[config.mk]
export PLATFORM = sky130hd
export DESIGN_NAME = column_to_span_converter_top
export DESIGN_NICKNAME = d
export VERILOG_FILES = /design/src/rtl/cts_pkg.sv /design/src/rtl/cts_out_queue.sv /design/src/rtl/column_to_span_converter_top.sv
export SDC_FILE = /design/constraint.sdc
export NUM_CORES = 1
export LEC_CHECK = 0
export ABC_CLOCK_PERIOD_IN_PS = 4100
export BUFFER_PORTS_ARGS = -buffer_cell sky130_fd_sc_hd__buf_2
export CAP_MARGIN = 20
export CORE_UTILIZATION = 45
export CTS_BUF_LIST = sky130_fd_sc_hd__clkbuf_16
export DETAILED_ROUTE_END_ITERATION = 8
export MAX_ROUTING_LAYER = met4
export SLEW_MARGIN = 10
export SYNTH_ARGS = -nofsm -noshare
export SYNTH_HDL_FRONTEND = slang
export SYNTH_HIERARCHICAL = 1
export SYNTH_SLANG_ARGS = --single-unit
[constraint.sdc]
create_clock -name i_clk -period 4.1 [get_ports i_clk]
set_input_delay 0.615 -clock i_clk [delete_from_list [all_inputs] [get_ports i_clk]]
set_output_delay 0.615 -clock i_clk [all_outputs]
set_load 0.01 [all_outputs]
[src/rtl/cts_pkg.sv]
// ----------------------------------------------------------------------------
// cts_pkg
// Default geometry and sequencer state codes of the span converter.
// ----------------------------------------------------------------------------
package cts_pkg;

    localparam int CTS_ROWS    = 64;
    localparam int CTS_COLUMNS = 512;

    typedef enum logic [4:0] {
        S_IDLE    = 5'b00001,
        S_CLS_TOP = 5'b00010,
        S_CLS_BOT = 5'b00100,
        S_OPN_TOP = 5'b01000,
        S_OPN_BOT = 5'b10000
    } t_state;

endpackage

[src/rtl/cts_out_queue.sv]
// ----------------------------------------------------------------------------
// cts_out_queue
// Two-entry result queue with valid/stall on the read side.
// ----------------------------------------------------------------------------
module cts_out_queue #(
    parameter int DW = 8
) (
    input  logic          i_clk,
    input  logic          i_rst_n,
    input  logic          i_push,
    input  logic [DW-1:0] i_data,
    output logic [1:0]    o_level,
    output logic          o_valid,
    input  logic          i_stall,
    output logic [DW-1:0] o_data
);

    logic [DW-1:0] r_data [2];
    logic [1:0]    r_cnt;
    logic [1:0]    n_cnt;
    logic          pop;
    logic [1:0]    wr_idx;

    assign pop     = (r_cnt != 2'd0) && !i_stall;
    assign wr_idx  = r_cnt - {1'b0, pop};
    assign n_cnt   = wr_idx + {1'b0, i_push};
    assign o_level = r_cnt;
    assign o_valid = (r_cnt != 2'd0);
    assign o_data  = r_data[0];

    always_ff @(posedge i_clk) begin
        if (!i_rst_n) begin
            r_cnt <= 2'd0;
        end else begin
            r_cnt <= n_cnt;
        end
    end

    // head: new entry when the queue ends up with only it, else shift up
    always_ff @(posedge i_clk) begin
        if (i_push && (wr_idx == 2'd0)) begin
            r_data[0] <= i_data;
        end else if (pop) begin
            r_data[0] <= r_data[1];
        end
        if (i_push && (wr_idx == 2'd1)) begin
            r_data[1] <= i_data;
        end
    end

endmodule

[src/rtl/column_to_span_converter_top.sv]
// ----------------------------------------------------------------------------
// column_to_span_converter_top
// Converts per-column vertical extents into closed horizontal row spans,
// keeping each row's start column in a synchronous memory.
// ----------------------------------------------------------------------------
//  channel  | direction | handshake               | payload
//  ---------+-----------+-------------------------+------------------------------
//  column   | in        | i_in_valid / o_in_stall | column_x, prev/cur top+bottom
//  span     | out       | o_out_valid/i_out_stall | span_row/first/final/valid,
//           |           |                         | last_result
//
//  The sequencer walks four phases; each read or write of the row start
//  memory (one port each, one per cycle) is one step of a phase.
//  Reset (synchronous, active low) idles the sequencer and empties the
//  result queue; the row start memory is not cleared.
//  An output stall only holds back span reads and the empty result (two-entry result queue);
//  the next column is taken once the sequencer is back in idle.
// ----------------------------------------------------------------------------
module column_to_span_converter_top #(
    parameter int ROWS    = cts_pkg::CTS_ROWS,
    parameter int COLUMNS = cts_pkg::CTS_COLUMNS
) (
    input  logic                           i_clk,
    input  logic                           i_rst_n,
    // column transactions
    input  logic                           i_in_valid,
    output logic                           o_in_stall,
    input  logic [$clog2(COLUMNS):0]       i_column_x,
    input  logic [$clog2(ROWS):0]          i_prev_top,
    input  logic [$clog2(ROWS)-1:0]        i_prev_bottom,
    input  logic [$clog2(ROWS):0]          i_cur_top,
    input  logic [$clog2(ROWS)-1:0]        i_cur_bottom,
    // span transactions
    output logic                           o_out_valid,
    input  logic                           i_out_stall,
    output logic [$clog2(ROWS)-1:0]        o_span_row,
    output logic [$clog2(COLUMNS):0]       o_span_first,
    output logic [$clog2(COLUMNS)-1:0]     o_span_final,
    output logic                           o_span_valid,
    output logic                           o_last_result
);

    import cts_pkg::*;

    localparam int RW  = $clog2(ROWS);        // row index
    localparam int TW  = RW + 1;              // top field, holds ROWS
    localparam int TIW = TW + 1;              // internal top, all ones = empty
    localparam int FW  = $clog2(COLUMNS);     // span_final
    localparam int XW  = FW + 1;              // column index / stored start
    localparam int DW  = RW + XW + FW + 2;    // queued result

    // row start store: written on open, read on close
    logic [XW-1:0] r_start_mem [ROWS];
    logic [XW-1:0] r_rd_data;
    logic          rd_en;
    logic [RW-1:0] rd_addr;
    logic          wr_en;
    logic [RW-1:0] wr_addr;

    // sequencer
    t_state         r_state, n_state;
    logic [TIW-1:0] r_t1, n_t1, r_t2, n_t2;
    logic [RW-1:0]  r_b1, n_b1, r_b2, n_b2;
    logic [XW-1:0]  r_x, n_x;
    logic [FW-1:0]  r_final, n_final;
    logic           r_any, n_any;

    // result waiting on its memory read
    logic           r_pend_vld, n_pend_vld;
    logic [RW-1:0]  r_pend_row, n_pend_row;
    logic           r_pend_span, n_pend_span;
    logic           r_pend_last, n_pend_last;

    // queue side
    logic [1:0]     q_level;
    logic [DW-1:0]  q_wdata;
    logic [DW-1:0]  q_rdata;
    logic           pop;
    logic           can_issue;

    // loop conditions
    logic [TIW-1:0] b1_e, b2_e, t1_inc, b1dec_e;
    logic [RW-1:0]  b1_dec;
    logic           c1, c2, c1n, c2n_top, c2n_bot, o3, o4;

    assign b1_e    = TIW'(r_b1);
    assign b2_e    = TIW'(r_b2);
    assign t1_inc  = r_t1 + TIW'(1);
    assign b1_dec  = r_b1 - RW'(1);
    assign b1dec_e = TIW'(b1_dec);

    assign c1      = (r_t1 < r_t2) && (r_t1 <= b1_e);        // close at top
    assign c2      = (r_b1 > r_b2) && (b1_e >= r_t1);        // close at bottom
    assign c1n     = (t1_inc < r_t2) && (t1_inc <= b1_e);
    assign c2n_top = (r_b1 > r_b2) && (b1_e >= t1_inc);
    assign c2n_bot = (b1_dec > r_b2) && (b1dec_e >= r_t1);
    assign o3      = (r_t2 < r_t1) && (r_t2 <= b2_e);        // open at top
    assign o4      = (r_b2 > r_b1) && (b2_e >= r_t2);        // open at bottom

    // issue a read only when the queue has room for its result, counting
    // the one still in flight and the one leaving this cycle
    assign pop       = o_out_valid && !i_out_stall;
    assign can_issue = ({1'b0, q_level} + {2'b00, r_pend_vld}) < (3'd2 + {2'b00, pop});

    assign o_in_stall = (r_state != S_IDLE);

    always_comb begin
        n_state     = r_state;
        n_t1        = r_t1;
        n_t2        = r_t2;
        n_b1        = r_b1;
        n_b2        = r_b2;
        n_x         = r_x;
        n_final     = r_final;
        n_any       = r_any;
        n_pend_vld  = 1'b0;
        n_pend_row  = r_pend_row;
        n_pend_span = r_pend_span;
        n_pend_last = r_pend_last;
        rd_en       = 1'b0;
        rd_addr     = r_t1[RW-1:0];
        wr_en       = 1'b0;
        wr_addr     = r_t2[RW-1:0];
        case (r_state)
            S_IDLE: begin
                if (i_in_valid) begin
                    n_x     = i_column_x;
                    n_final = FW'(i_column_x - XW'(1));
                    n_t1    = (i_prev_top >= TW'(ROWS)) ? '1 : TIW'(i_prev_top);
                    n_t2    = (i_cur_top  >= TW'(ROWS)) ? '1 : TIW'(i_cur_top);
                    n_b1    = i_prev_bottom;
                    n_b2    = i_cur_bottom;
                    n_any   = 1'b0;
                    n_state = S_CLS_TOP;
                end
            end
            S_CLS_TOP: begin
                if (c1) begin
                    if (can_issue) begin
                        rd_en       = 1'b1;
                        rd_addr     = r_t1[RW-1:0];
                        n_pend_vld  = 1'b1;
                        n_pend_row  = r_t1[RW-1:0];
                        n_pend_span = 1'b1;
                        n_pend_last = !(c1n || c2n_top);
                        n_t1        = t1_inc;
                        n_any       = 1'b1;
                    end
                end else begin
                    n_state = S_CLS_BOT;
                end
            end
            S_CLS_BOT: begin
                if (c2) begin
                    if (can_issue) begin
                        rd_en       = 1'b1;
                        rd_addr     = r_b1;
                        n_pend_vld  = 1'b1;
                        n_pend_row  = r_b1;
                        n_pend_span = 1'b1;
                        n_pend_last = !c2n_bot;
                        n_b1        = b1_dec;
                        n_any       = 1'b1;
                    end
                end else if (!r_any) begin
                    // nothing closed: one empty result
                    if (can_issue) begin
                        n_pend_vld  = 1'b1;
                        n_pend_row  = '0;
                        n_pend_span = 1'b0;
                        n_pend_last = 1'b1;
                        n_any       = 1'b1;
                        n_state     = S_OPN_TOP;
                    end
                end else begin
                    n_state = S_OPN_TOP;
                end
            end
            S_OPN_TOP: begin
                if (o3) begin
                    wr_en   = 1'b1;
                    wr_addr = r_t2[RW-1:0];
                    n_t2    = r_t2 + TIW'(1);
                end else begin
                    n_state = S_OPN_BOT;
                end
            end
            S_OPN_BOT: begin
                if (o4) begin
                    wr_en   = 1'b1;
                    wr_addr = r_b2;
                    n_b2    = r_b2 - RW'(1);
                end else begin
                    n_state = S_IDLE;
                end
            end
            default: begin
                n_state = S_IDLE;
            end
        endcase
    end

    always_ff @(posedge i_clk) begin
        if (!i_rst_n) begin
            r_state    <= S_IDLE;
            r_pend_vld <= 1'b0;
            r_any      <= 1'b0;
        end else begin
            r_state    <= n_state;
            r_pend_vld <= n_pend_vld;
            r_any      <= n_any;
        end
    end

    always_ff @(posedge i_clk) begin
        r_t1        <= n_t1;
        r_t2        <= n_t2;
        r_b1        <= n_b1;
        r_b2        <= n_b2;
        r_x         <= n_x;
        r_final     <= n_final;
        r_pend_row  <= n_pend_row;
        r_pend_span <= n_pend_span;
        r_pend_last <= n_pend_last;
    end

    // reads and writes never hit the same row in one cycle: all reads of
    // an item come before its writes, and the next item starts after them
    always_ff @(posedge i_clk) begin
        if (wr_en) begin
            r_start_mem[wr_addr] <= r_x;
        end
        if (rd_en) begin
            r_rd_data <= r_start_mem[rd_addr];
        end
    end

    // empty result carries zeros in every field but the last flag
    assign q_wdata = {r_pend_row,
                      r_pend_span ? r_rd_data : XW'(0),
                      r_pend_span ? r_final   : FW'(0),
                      r_pend_span,
                      r_pend_last};

    cts_out_queue #(
        .DW (DW)
    ) u_out_queue (
        .i_clk   (i_clk),
        .i_rst_n (i_rst_n),
        .i_push  (r_pend_vld),
        .i_data  (q_wdata),
        .o_level (q_level),
        .o_valid (o_out_valid),
        .i_stall (i_out_stall),
        .o_data  (q_rdata)
    );

    assign o_span_row    = q_rdata[DW-1 -: RW];
    assign o_span_first  = q_rdata[FW+2 +: XW];
    assign o_span_final  = q_rdata[2 +: FW];
    assign o_span_valid  = q_rdata[1];
    assign o_last_result = q_rdata[0];

endmodule

==> flow_summary.ini, run 1 <==
[sta]
finalSetupTns_ps = 0
skew_ps = 30.8
min_period_over_period_pct = 98.6
tightest_slew_ps = 965
hold_violations = 0
slew_headroom_pct = 35.7
max_freq_ghz = 0.247
drv_slew = 0
setup_violations = 0
min_period_ps = 4040
worst_slack_ps = 55.6

[worst_setup_path]
path_cells = inv_1 -> ha_1 -> and3_1 -> a221o_1 -> a221oi_1 -> nand2_1 -> inv_1 -> o211ai_1 -> buf_4 -> or3_1 -> nor2_1 -> buf_4
r2r_start = r_t1[2]$_DFFE_PP_
endpoint_kind = flop
crit_arrival_ps = 4350
crit_path_max_incr_delay_ps = 540
startpoint = r_t1[2]$_DFFE_PP_
required_ps = 4410
cp-start-kind = flop
worst-setup-path-type = flop to flop
cp_slowest_cell = or3_1
critical_path_peak_fanout = 10

[logic_synthesis]
postSynth.asyncResetShare_pct = 0
synthCells = 2381
ys_seq_area_share_pct = 69.7
synth_edf_count = 759
ys_types = 84
synth-seq-cells = 768
synth_warnings = 6
synth-main-ff-cell = edfxtp_1
synth_area_mm2 = 0.0329
avgSynthCellArea_um2 = 13.8
synth_nets = 2482

[status]
status = complete, no violations

[global_route]
grt_start_max_net_pins = 65
grt.total_usage_pct = 25.3
grt_first_pass_wirelength_um = 135000
grt_pass1_vias = 20500
antenna_found_initial = 2
grt_overflow = 0

[cts]
htreeDepth = 3
clockRootBuffer = clkbuf_16
hold_buffers = 0
clkTransAtPathRegs_ps = 60
cts.sinks = 768
cts_made_buffers = 79
clkLatencyLatePin_ps = 630
clockBufferDepth = 3
cts_tree = built

[power]
leakage_nw = 14.2
vdd_drop_max_uv = 296
p_per_area_mw_per_mm2 = 460

[detailed_routing]
first_pass_iters = 6
dr_wl_met2_um = 41700
vias = 21200
drc = 0
drt-vias-per-instance = 5.82
dr_wl_met3_um = 6920
wirelength_um = 91500
dr.first_iter.drc_count = 2489
route.top_layer_used = met4
ant_nets = 0
wl_met1_um = 40100
wl_per_cell_um = 25.1

[place]
hpwl_um = 60900
io_buffers = 68
dpl_cell_area_mm2 = 0.0359
pre_cts_slack_ps = -293
place_congestion = 0.957

[floorplan]
core_area_mm2 = 0.0720
die_h_um = 273
dieArea_mm2 = 0.0743
initial_core_util_pct = 45.8
rows = 98
io_pins = 69
die_w_um = 273

[final_layout]
final_cell_area_mm2 = 0.0386
fin_nets = 2739
final_common_cell = edfxtp_1
final_cell_mix = edfxtp_1, nand2_1, buf_4
drive_gt1_share_pct = 19.9
num_antenna_cells = 0
nFillCells = 5841
syn_to_final_growth_pct = 17.3

[hold_path]
hold_path_startpoint = i_column_x[9]
min_path_type = input pin to flop

[flow_run]
cap_violations = 0
## routing by layer
metal | GRT usage, % | vias to the layer above
met5 | - | -
met4 | 8.19 | 0
met3 | 3.29 | 145
met2 | 38.1 | 977
met1 | 35.8 | 10600
li1 | - | 9460
## state kept, by name (all words and copies together), names as in the netlist, 8 cells and up
signal,cells
r_final,9
r_rd_data,10
r_start_mem,640
r_t1,8
r_t2,8
r_x,10
u_out_queue/r_data,54
## area by class of cell
| class | instances | area (um2) | share of cell area (%) |
|---|---|---|---|
| Timing Repair Buffer | 327 | 2560 | 6.63 |
| Sequential cell | 768 | 23000 | 59.4 |
| Clock buffer | 81 | 2030 | 5.24 |
| Clock inverter | 57 | 482 | 1.25 |
| Multi-Input combinational cell | 1415 | 9240 | 23.9 |
| Tap cell | 950 | 1190 | 3.08 |
| Inverter | 47 | 176 | 0.457 |
## repair_timing
item / CTS / global route
pin swaps: 1 / 6
gates resized for setup: 4 / 21
setup endpoints to repair: 7 / 49
cloned: 0 / 1
setup buffers: 0 / 6
## cell usage after synthesis, drive strengths merged, types with 7 or more instances
| cell type | number | area share (%) |
|---|---|---|
| nor2 | 95 | 1.1 |
| a22o | 9 | 0.24 |
| o31ai | 8 | 0.27 |
| a311oi | 21 | 0.56 |
| mux2i | 155 | 4.7 |
| clkbuf | 65 | 0.74 |
| o221ai | 9 | 0.24 |
| a211oi | 10 | 0.23 |
| inv | 46 | 0.52 |
| ha | 61 | 2.3 |
| a32oi | 10 | 0.32 |
| nand2 | 394 | 4.5 |
| a21oi | 99 | 1.6 |
| o21ai | 69 | 1.0 |
| and3 | 36 | 0.68 |
| mux2 | 28 | 1.2 |
| a2111oi | 8 | 0.23 |
| nor4 | 40 | 0.76 |
| buf | 86 | 1.8 |
| xnor2 | 20 | 0.53 |
| or4 | 9 | 0.21 |
| or2 | 8 | 0.15 |
| and2 | 26 | 0.49 |
| a31oi | 24 | 0.52 |
| xor2 | 9 | 0.24 |
| nor3 | 46 | 0.75 |
| a21o | 13 | 0.30 |
| dfxtp | 9 | 0.55 |
| o22ai | 38 | 0.72 |
| edfxtp | 759 | 69 |
| nand2b | 15 | 0.28 |
| nand3 | 99 | 1.5 |
| o21a | 7 | 0.16 |
## where the power goes
part	total, mW	switching, mW	internal [mW]
sequential	8.85	0.0513	8.80
combinational	1.88	1.21	0.673
clock	7.04	2.96	4.08
## worst paths after layout
check / to / slack [ps] / cells after the start
hold / removal: r_x[9]$_DFFE_PP_ / 170 / 1
setup reg to reg: r_start_mem[2][6]$_DFFE_PP_ / 60 / 12
setup / recovery: r_start_mem[2][6]$_DFFE_PP_ / 60 / 12
hold reg to reg: u_out_queue/r_data[0][52]$_DFFE_PP_ / 460 / 0
## critical path: cells and delay by family (launching register included)
kind	cells	cell delay, ps
buffers and inverters	4	910
flip-flops	1	390
adder cells (fa/ha/maj)	1	300
AO/OA/AOI/OAI	3	1070
AND/OR/NAND/NOR	4	1060
## cell families after synthesis
family                   Yosys count  synth area share [%]
AND/OR/NAND/NOR                  795                  11.2
flip-flops                       768                  69.7
AO/OA/AOI/OAI                    347                  7.04
buffers and inverters            198                  3.05
multiplexers                     183                  5.90
adder cells (fa/ha/maj)           61                  2.32
XOR/XNOR                          29                 0.771
## stage by stage
| stage | total power, mW | cells | util [%] | hold slack, ps |
|---|---|---|---|---|
| 4_1_cts | 17.8 | 3638 | 53.4 | 140 |
| 5_1_grt | 18.3 | 3645 | 53.7 | 165 |
| 6_report | 17.8 | 3645 | 53.7 | 170 |
| 3_5_place_dp | 10.8 | 3500 | 49.9 | 436 |
| 2_1_floorplan | 10.1 | 2381 | - | 420 |
| 3_3_place_gp | 10.8 | 3500 | 49.9 | 434 |
(Power assumes the default switching activity.)
==> run 2: changes to the inputs <==
--- a/config.mk
+++ b/config.mk
@@ -8,11 +8,11 @@
 export ABC_CLOCK_PERIOD_IN_PS = 4100
 export BUFFER_PORTS_ARGS = -buffer_cell sky130_fd_sc_hd__buf_2
 export CAP_MARGIN = 20
-export CORE_UTILIZATION = 45
+export CORE_UTILIZATION = 25
 export CTS_BUF_LIST = sky130_fd_sc_hd__clkbuf_16
 export DETAILED_ROUTE_END_ITERATION = 8
 export MAX_ROUTING_LAYER = met4
-export SLEW_MARGIN = 10
+export SLEW_MARGIN = 30
 export SYNTH_ARGS = -nofsm -noshare
 export SYNTH_HDL_FRONTEND = slang
 export SYNTH_HIERARCHICAL = 1
==> flow_summary.ini, run 2 (synthesized netlist as in run 1, its figures left out) <==
[place]
place_congestion = 0.912
io_buffers = 68
hpwl_um = 60300
dpl_cell_area_mm2 = 0.0368

[final_layout]
regMostFlops = r_start_mem
reg_top3 = r_start_mem x640, u_out_queue/r_data x54
final_common_cell = edfxtp_1
final_cell_area_mm2 = 0.0395
fin_util_pct = 30.4
drive_gt1_share_pct = 19.6
fin_nets = 2721
syn_to_final_growth_pct = 20.0
largest_reg_flops = 640
final_cell_mix = edfxtp_1, nand2_1, buf_4

[floorplan]
die_w_um = 365
dieArea_mm2 = 0.133
die_h_um = 365
rows = 132
initial_core_util_pct = 25.3
io_pins = 69
core_area_mm2 = 0.130

[detailed_routing]
drt-vias-per-instance = 4.69
wl_per_cell_um = 20.7
wirelength_um = 91600
dr.first_iter.drc_count = 2136
ant_nets = 0
vias = 20800
first_pass_iters = 5
drc = 0

[worst_setup_path]
required_ps = 4480
r2r_end = r_rd_data[7]$_DFFE_PP_
critical_path_peak_fanout = 11
crit_path_max_incr_delay_ps = 480
r2r_cells = 15
r2r_start = r_b1[0]$_DFFE_PP_
ff2ff_setup_slack_ps = 100
cpMostUsedCell = buf_4
cp-start-kind = flop
path_cells = inv_1 -> ha_1 -> nand2_1 -> a2111oi_4 -> o31a_2 -> nor3_2 -> and3_1 -> buf_4 -> a31oi_4 -> buf_4 -> buf_4 -> a21oi_1 -> or4_1 -> a31oi_2 -> nor3_1
startpoint = r_b1[0]$_DFFE_PP_
worst-setup-path-type = flop to flop
crit_arrival_ps = 4380
cp_slowest_cell = or4_1
endpoint_kind = flop

[sta]
max_freq_ghz = 0.250
setup_violations = 0
slew_headroom_pct = 38.6
min_period_over_period_pct = 97.5
drv_slew = 0
tightest_slew_ps = 922
min_period_ps = 4000
skew_ps = 22.5
hold_violations = 0

[hold_path]
hold_path_startpoint = i_column_x[9]
min_path_type = input pin to flop
min_to = r_x[9]$_DFFE_PP_
hold_depth = 1

[global_route]
grt_first_pass_wirelength_um = 135000
grt_overflow = 0
grt.total_usage_pct = 13.9
grt_start_max_net_pins = 65
antenna_found_initial = 1
grt_pass1_vias = 20400

[cts]
clockBufferDepth = 3
cts.sinks = 768
hold_buffers = 0
cts_made_buffers = 80
clockRootBuffer = clkbuf_16
cts_tree = built
htreeDepth = 3
clkLatencyLatePin_ps = 640
clkTransAtPathRegs_ps = 60

[power]
p_int_mw = 13.6
power_frac_seq_pct = 49.6
p_per_area_mw_per_mm2 = 451
finalPower_mw = 17.8
pwr-share-clk_pct = 39.9
vdd_drop_max_uv = 319
switching_share_pct = 23.9
combPwrFrac_pct = 10.5
leakage_nw = 14.1
p_sw_mw = 4.26

[flow_run]
cap_violations = 0

[status]
status = complete, no violations
-- run 2: cell type report --
| type | count | area (um2) |
|---|---|---|
| repair buffers | 308 | 2360 |
| multi-input cells | 1415 | 9310 |
| diodes | 1 | 2.50 |
| flip-flops and latches | 768 | 23000 |
| inverters | 47 | 176 |
| well taps | 1742 | 2180 |
| clock inverters | 63 | 467 |
| clock buffers | 83 | 2080 |
| fillers | 13100 | 90600 |
-- run 2: worst max-delay path, delay by kind of cell, from the launching register on --
kind,cells,cell delay [ps]
compound gates,5,1180
fa+ha+maj,1,380
buf+inv,4,760
flops,1,390
simple gates,5,1020
-- run 2: layer usage --
| metal | part of all wire, % | vias up | global-route usage (%) |
|---|---|---|---|
| met5 | 0 | - | - |
| met4 | 3.2 | 0 | 5.00 |
| met3 | 7.7 | 161 | 2.78 |
| li1 | - | 9430 | - |
| met2 | 46 | 810 | 21.3 |
| met1 | 43 | 10400 | 18.3 |
-- run 2: how the worst max path moves through the flow --
stage          slack [ps]  cells after the start                           end
4_1_cts                 5                     14        r_rd_data[7]$_DFFE_PP_
3_5_place_dp         -120                     13        r_rd_data[7]$_DFFE_PP_
6_report              100                     15        r_rd_data[7]$_DFFE_PP_
5_1_grt               -20                     12  r_start_mem[59][0]$_DFFE_PP_
2_1_floorplan        -340                     13  r_start_mem[53][0]$_DFFE_PP_
3_3_place_gp         -170                     13  r_start_mem[36][5]$_DFFE_PP_
-- run 2: power groups by stage --
stage | clock network (mW) | registers [mW] | logic (mW)
floorplan | 0 | 9.07 | 1.02
global route | 7.52 | 8.85 | 2.00
finish | 7.11 | 8.84 | 1.86
detailed placement | 0 | 9.01 | 1.83
CTS | 7.22 | 8.84 | 1.84
global placement | 0 | 9.01 | 1.80
-- run 2: what timing repair did --
action                                  CTS  global route
hold endpoints to repair                  0             0
pin swaps                                 0             3
endpoints found under the setup margin  136           277
resized for setup                         6            29
buffers inserted                          0             3
-- run 2: per-stage QoR --
| stage | std cells | hold slack (ps) | setup TNS, ps | setup WS [ps] |
|---|---|---|---|---|
| 2_1_floorplan | 2381 | 420 | -11230 | -339 |
| 3_3_place_gp | 4276 | 435 | -12470 | -166 |
| 3_5_place_dp | 4277 | 436 | -2000 | -116 |
| 4_1_cts | 4423 | 134 | 0 | 5.01 |
| 5_1_grt | 4427 | 159 | -102 | -15.5 |
| 6_report | 4427 | 172 | 0 | 104 |
